[config.mk]
export PLATFORM = sky130hd
export DESIGN_NAME = wlps_cell
export DESIGN_NICKNAME = d
export VERILOG_FILES = /design/src/wlps_pkg.sv /design/src/wlps_cell.sv
export SDC_FILE = /design/constraint.sdc
export NUM_CORES = 1
export LEC_CHECK = 0
export BUFFER_PORTS_ARGS = -buffer_cell sky130_fd_sc_hd__buf_2
export CAP_MARGIN = 30
export CORE_ASPECT_RATIO = 0.9
export CORE_UTILIZATION = 40
export DETAILED_ROUTE_END_ITERATION = 8
export PLACE_DENSITY = 0.73
export SETUP_SLACK_MARGIN = 0.2
export SYNTH_ARGS = -nofsm -noshare
export SYNTH_HDL_FRONTEND = slang
export SYNTH_SLANG_ARGS = --single-unit
[constraint.sdc]
create_clock -name aclk -period 2.3 [get_ports aclk]
set_clock_uncertainty 0.05 [all_clocks]
set_input_delay 0.345 -clock aclk [delete_from_list [all_inputs] [get_ports aclk]]
set_output_delay 0.345 -clock aclk [all_outputs]
set_load 0.02 [all_outputs]
[src/wlps_pkg.sv]
// Shared types and constants for the windowed local peak search block.
package wlps_pkg;

    // Input request kinds carried on s_tuser.
    localparam logic [1:0] OP_APPEND = 2'd0;
    localparam logic [1:0] OP_SEARCH = 2'd1;
    localparam logic [1:0] OP_CLEAR  = 2'd2;

    // Configuration register indexes.
    localparam logic [1:0] CFG_WINDOW_SIZE = 2'd0;
    localparam logic [1:0] CFG_FORWARD     = 2'd1;
    localparam logic [1:0] CFG_MINIMUM     = 2'd2;

    localparam int WIN_W    = 8;
    localparam int HALF_W   = 7;
    localparam int HALF_MAX = 127;
    localparam int NCELL    = 2 * HALF_MAX + 1;
    localparam int POS_W    = 12;

    typedef struct packed {
        logic              shift;
        logic              clear;
        logic              find_min;
        logic [HALF_W-1:0] half;
    } cell_ctrl_t;

endpackage

[src/wlps_cell.sv]
// One window cell: holds a sample, passes it on, and flags a sample that beats the centre.
module wlps_cell
    import wlps_pkg::*;
#(
    parameter int IDX = 0,
    parameter int SW  = 16
) (
    input  logic          aclk,
    input  logic          aresetn,
    input  cell_ctrl_t    ctrl,
    input  logic [SW-1:0] prev_data,
    input  logic          prev_valid,
    input  logic [SW-1:0] cen_val,
    output logic [SW-1:0] data_o,
    output logic          valid_o,
    output logic          fail_o
);

    logic [SW-1:0] data_reg;
    logic          valid_reg;
    logic          fail_reg;
    logic          in_win;
    logic          beats;

    localparam logic [WIN_W-1:0] MY_IDX = WIN_W'(IDX);

    // The window covers cells 0 .. 2*half; the centre sits at cell half.
    assign in_win = (MY_IDX <= {ctrl.half, 1'b0}) && (MY_IDX != {1'b0, ctrl.half});
    assign beats  = ctrl.find_min ? ($signed(data_reg) < $signed(cen_val))
                                  : ($signed(data_reg) > $signed(cen_val));

    always_ff @(posedge aclk) begin
        if (!aresetn) begin
            valid_reg <= 1'b0;
            fail_reg  <= 1'b0;
        end else begin
            if (ctrl.clear) begin
                valid_reg <= 1'b0;
            end else if (ctrl.shift) begin
                valid_reg <= prev_valid;
            end
            fail_reg <= valid_reg && in_win && beats;
        end
    end

    always_ff @(posedge aclk) begin
        if (ctrl.shift) begin
            data_reg <= prev_data;
        end
    end

    assign data_o  = data_reg;
    assign valid_o = valid_reg;
    assign fail_o  = fail_reg;

endmodule

* After elaboration in Yosys (flattened, before gate mapping)
Cells that the tools add are included.
W data, S select, Z words.
** Word-level totals
- Register bits after elaboration :: 18
- Input bits :: 45
- Output and inout bits :: 18
- Logic and storage cells :: 13
** Cells by class
- Order comparisons :: 3
- Muxes and demuxes :: 1
- Bitwise logic cells :: 1
- Reduce and logical (&&, ||, !) cells :: 5
** Operators with widths (count)
- $gt A16 B16 Y1 :: 1
- $lt A16 B16 Y1 :: 1
- $le A1 B8 Y1 const A :: 1
- $reduce_bool A7 Y1 :: 1
- $logic_and A1 B1 Y1 :: 3
- $reduce_or A2 Y1 :: 1
- $mux W1 :: 1
- $not A1 Y1 :: 1

* Depth between registers and ports, before layout
- Word-level depth :: 4
- Gate-level depth with buffers :: 8
- Mapped depth without buffers :: 8

* Worst setup path before layout
OpenSTA, ideal clock, no wires.
- Kind :: flip-flop to flip-flop
- From :: register data_reg[14] (netlist: data_o[14])
- To :: register fail_reg (netlist: fail_o)
- Setup time :: 0.070 ns
- Data arrival time :: 2.132 ns
- Data required time :: 2.180 ns
- Setup slack :: 0.048 ns
- Stages on the path, launching flop included :: 8
- Period minus slack after synthesis :: 2.252 ns
- Cell sequence :: edfxtp_1 ha_1 a21oi_2 nand2_1 a221o_1 o31a_1 or3b_1 a21oi_1
** On the way
- Word-level cells in the longest chain between the ends :: 3
- Elaborated cells between the ends (all ways) :: 4
** Ends and longest elaborated chain
- start, declared :: RTL line wlps_cell.sv:19 : logic [SW-1:0] data_reg;
- start signal, assigned :: RTL line wlps_cell.sv:48 : data_reg <= prev_data;
- $gt A16 B16 Y1 or $lt A16 B16 Y1 (tied branches) :: RTL line wlps_cell.sv:30, wlps_cell.sv:29
- $mux W1 (*) :: RTL line wlps_cell.sv:29 : assign beats = ctrl.find_min ? ($signed(data_reg) < $signed(cen_val))
- $logic_and A1 B1 Y1 (*) :: RTL line wlps_cell.sv:42 : fail_reg <= valid_reg && in_win && beats;
- end signal, assigned :: RTL line wlps_cell.sv:42
- end, declared :: RTL line wlps_cell.sv:21 : logic fail_reg;
Mark *: on every way between the ends. The rest lies on a longest branch, timed or not.
A chain may end at the register's enable or synchronous reset.

* Final worst setup path
- From :: register data_reg[13] (netlist: data_o[13])
- To :: register fail_reg (netlist: fail_o)
The elaborated chain is that of the path after synthesis.

==> run metrics <==
combinational group share of total power=0.272; asr flop ratio synth=0; Via density=4.96; GRT Max-Usage Layer=met2; DR vias=887; Sum Neg Setup Slack=0 ns; EDFF count, synth=16; cts bufs inserted=3; worst-path maximum fanout=3; GRT Resource Usage Total=0.183; worst ir drop on vdd=391 µV; global route overflow=0; clk slew on worst S/H paths=0.11 ns; HP Start=ctrl[8]; Hold Fails Final Rpt=0; cell-internal power=0.000547 W; Placed Area=0.00138 mm²; Setup CP Type=register to register; antenna cells=0; Synth top area share=0.487; RSZ-0062 raised after global routing=yes; CP endpoint kind=register; Root Buffer=clkbuf_4; type of the most critical hold path=input port to register; row count=16; nets=214; Worst path slowest cell=edfxtp_1; share of layout cells above drive strength 1=0.533; Seq/Total Area, Yosys=0.527; TritonCTS clock tree=done; Worst R2R Setup Slack=0.11 ns; total clock sinks=18; delay-heaviest family, CP=simple AND/OR/NAND/NOR gates; Post-Route WL=2290 µm; Post-DP HPWL=1810 µm; met3 Use GR=0.0436; Synth Warn #=0; synthesized area=987 µm²; First-pass DRT Iterations=3; CP arrival=2.39 ns; most area-hungry cell type in the Yosys netlist=edfxtp_1; crit path buf inv count=1; #FFs+latches synth=18; Tmin final=2.19 ns; synth top area cells=edfxtp_1 (49%), ha_1 (20%), inv_1 (6.1%); worst skew pair latency=0.30 ns; Cell Pwr Density=527 mW/mm²; Die Ht=49.1 µm; Die ar.=0.00267 mm²; number of global-route vias before repair=852; switching pwr=0.000232 W; Min-Delay Endpoint=valid_o; unique cell type count in the Yosys netlist=23; routed length per instance=12.8 µm; Max Slew Vio Count=0; worst flop-to-flop path endpoint=fail_o; CP max stage delay=0.41 ns; Die W=54.4 µm; met1 usage=0.222; fmax=0.456 GHz; status=finished clean; Sw Share=0.298; I/O pins=63; first-pass GRT wire length=3450 µm; RD Place Congestion=0.710; synthesis-to-finish area growth=49.6%; crit start category=register; worst hold path stage count=2; final setup fails=0; Top FF cell, synth=edfxtp_1; maximum buffer depth of the clock tree=2; antenna violations before repair=0; Commonest cells post-synth=edfxtp_1 (16), ha_1 (16), inv_1 (16); Worst-Margin Slew=0.398 ns; Rel. slew slack=0.735; Critical Path RT=2.50 ns; Core Area=0.00226 mm²; Avg Cell Area, Syn=11.8 µm²; Post-Syn Instances=84; DRC Markers=0; remaining antenna violation count after routing=0; period utilization=0.954; sequential share of power=0.511; H-tree depth=1; Reg2Reg Depth=8; DR iter-0 viols=6; reg2reg start=data_o[13]; largest net degree at the start of global routing=18; Starting Density=0.436; # fillers=182; Syn Nets=145; port bufs=62; clock group share of total power=0.217; GR met2 Demand/Resource=0.299; post-route cell area=0.00148 mm²; static leakage=0.728 nW; number of hold buffers added after cts=0; Cell Chain, Critical Path=ha_1, nand4_1, nor4_4, a21boi_2, buf_4, o31a_1, or3b_4, a21oi_2; maxcap violations=0
## per-layer routing
| layer | up-vias | wire length (µm) |
|---|---|---|
| met2 | 43 | 1130 |
| met3 | 5 | 158 |
| li1 | 445 | - |
| met4 | 0 | 37 |
| met5 | - | 0 |
| met1 | 394 | 960 |
## logic make-up after synthesis
family | Yosys count | share of synthesized area
AOI/OAI and AO/OA | 15 | 0.0963
adders and majority gates | 16 | 0.203
buffers and inverters | 16 | 0.0608
DFF | 18 | 0.527
muxes | 1 | 0.0101
and+or+nand+nor | 18 | 0.103
## power groups by stage
| stage | Combinational, W | Clock [W] | Sequential (W) |
|---|---|---|---|
| 6_report | 0.000212 | 0.000169 | 0.000398 |
| 5_1_grt | 0.000236 | 0.000190 | 0.000401 |
| 4_1_cts | 0.000191 | 0.000173 | 0.000397 |
| 3_5_place_dp | 0.000190 | 0 | 0.000404 |
| 3_3_place_gp | 0.000183 | 0 | 0.000403 |
| 2_1_floorplan | 0.0000771 | 0 | 0.000434 |
## through the flow
stage                     setup WS (ns)   util  std cells  total power, W  hold slack, ns
after global placement            0.187  0.610        173        0.000586           0.430
final                             0.106  0.653        179        0.000779           0.137
after global routing             0.0195  0.653        179        0.000827           0.123
after floorplan                   0.193      -         84        0.000511           0.371
after CTS                         0.127  0.621        177        0.000760           0.136
after detailed placement          0.112  0.610        173        0.000594           0.433
## registers in the layout, summed over array words and instances (netlist names)
register,flops
data_o,16
valid_o,1
fail_o,1
## cell usage in the layout, fill, tap and decap left out, types with 2 or more instances in the layout
cell	netlist	final
buf_2	0	62
inv_1	16	16
edfxtp_1	16	16
ha_1	16	11
ha_4	0	5
a21oi_2	1	4
a21oi_1	7	4
nand3_1	3	3
nand2_1	4	3
clkbuf_4	0	3
nand4_1	2	2
dfxtp_1	2	2
buf_4	0	2
## cell type report
type | instances | area, µm² | share of cell area
clock buffer | 3 | 22.5 | 0.0153
clock inverter | 1 | 3.75 | 0.00254
inverter | 16 | 60.1 | 0.0407
sequential | 18 | 520 | 0.353
multi-input combinational | 50 | 510 | 0.346
timing repair buffer | 64 | 325 | 0.220
tap | 27 | 33.8 | 0.0229
## worst max-delay path by stage
stage | start | to | slack, ns | cells past startpoint
2_1_floorplan | data_o[13] | fail_o | 0.19 | 7
3_3_place_gp | cen_val[15] | fail_o | 0.19 | 9
3_5_place_dp | cen_val[11] | fail_o | 0.11 | 9
4_1_cts | data_o[11] | fail_o | 0.13 | 7
5_1_grt | data_o[5] | fail_o | 0.02 | 7
6_report | data_o[13] | fail_o | 0.11 | 8
## timing repair
item	in CTS	in global routing
endpoints found under the setup margin	1	1
endpoints found under the hold margin	0	0
gates resized for setup	0	9
pin swaps	0	6
buffers inserted	0	2
Power figures use the tool's default switching activity.
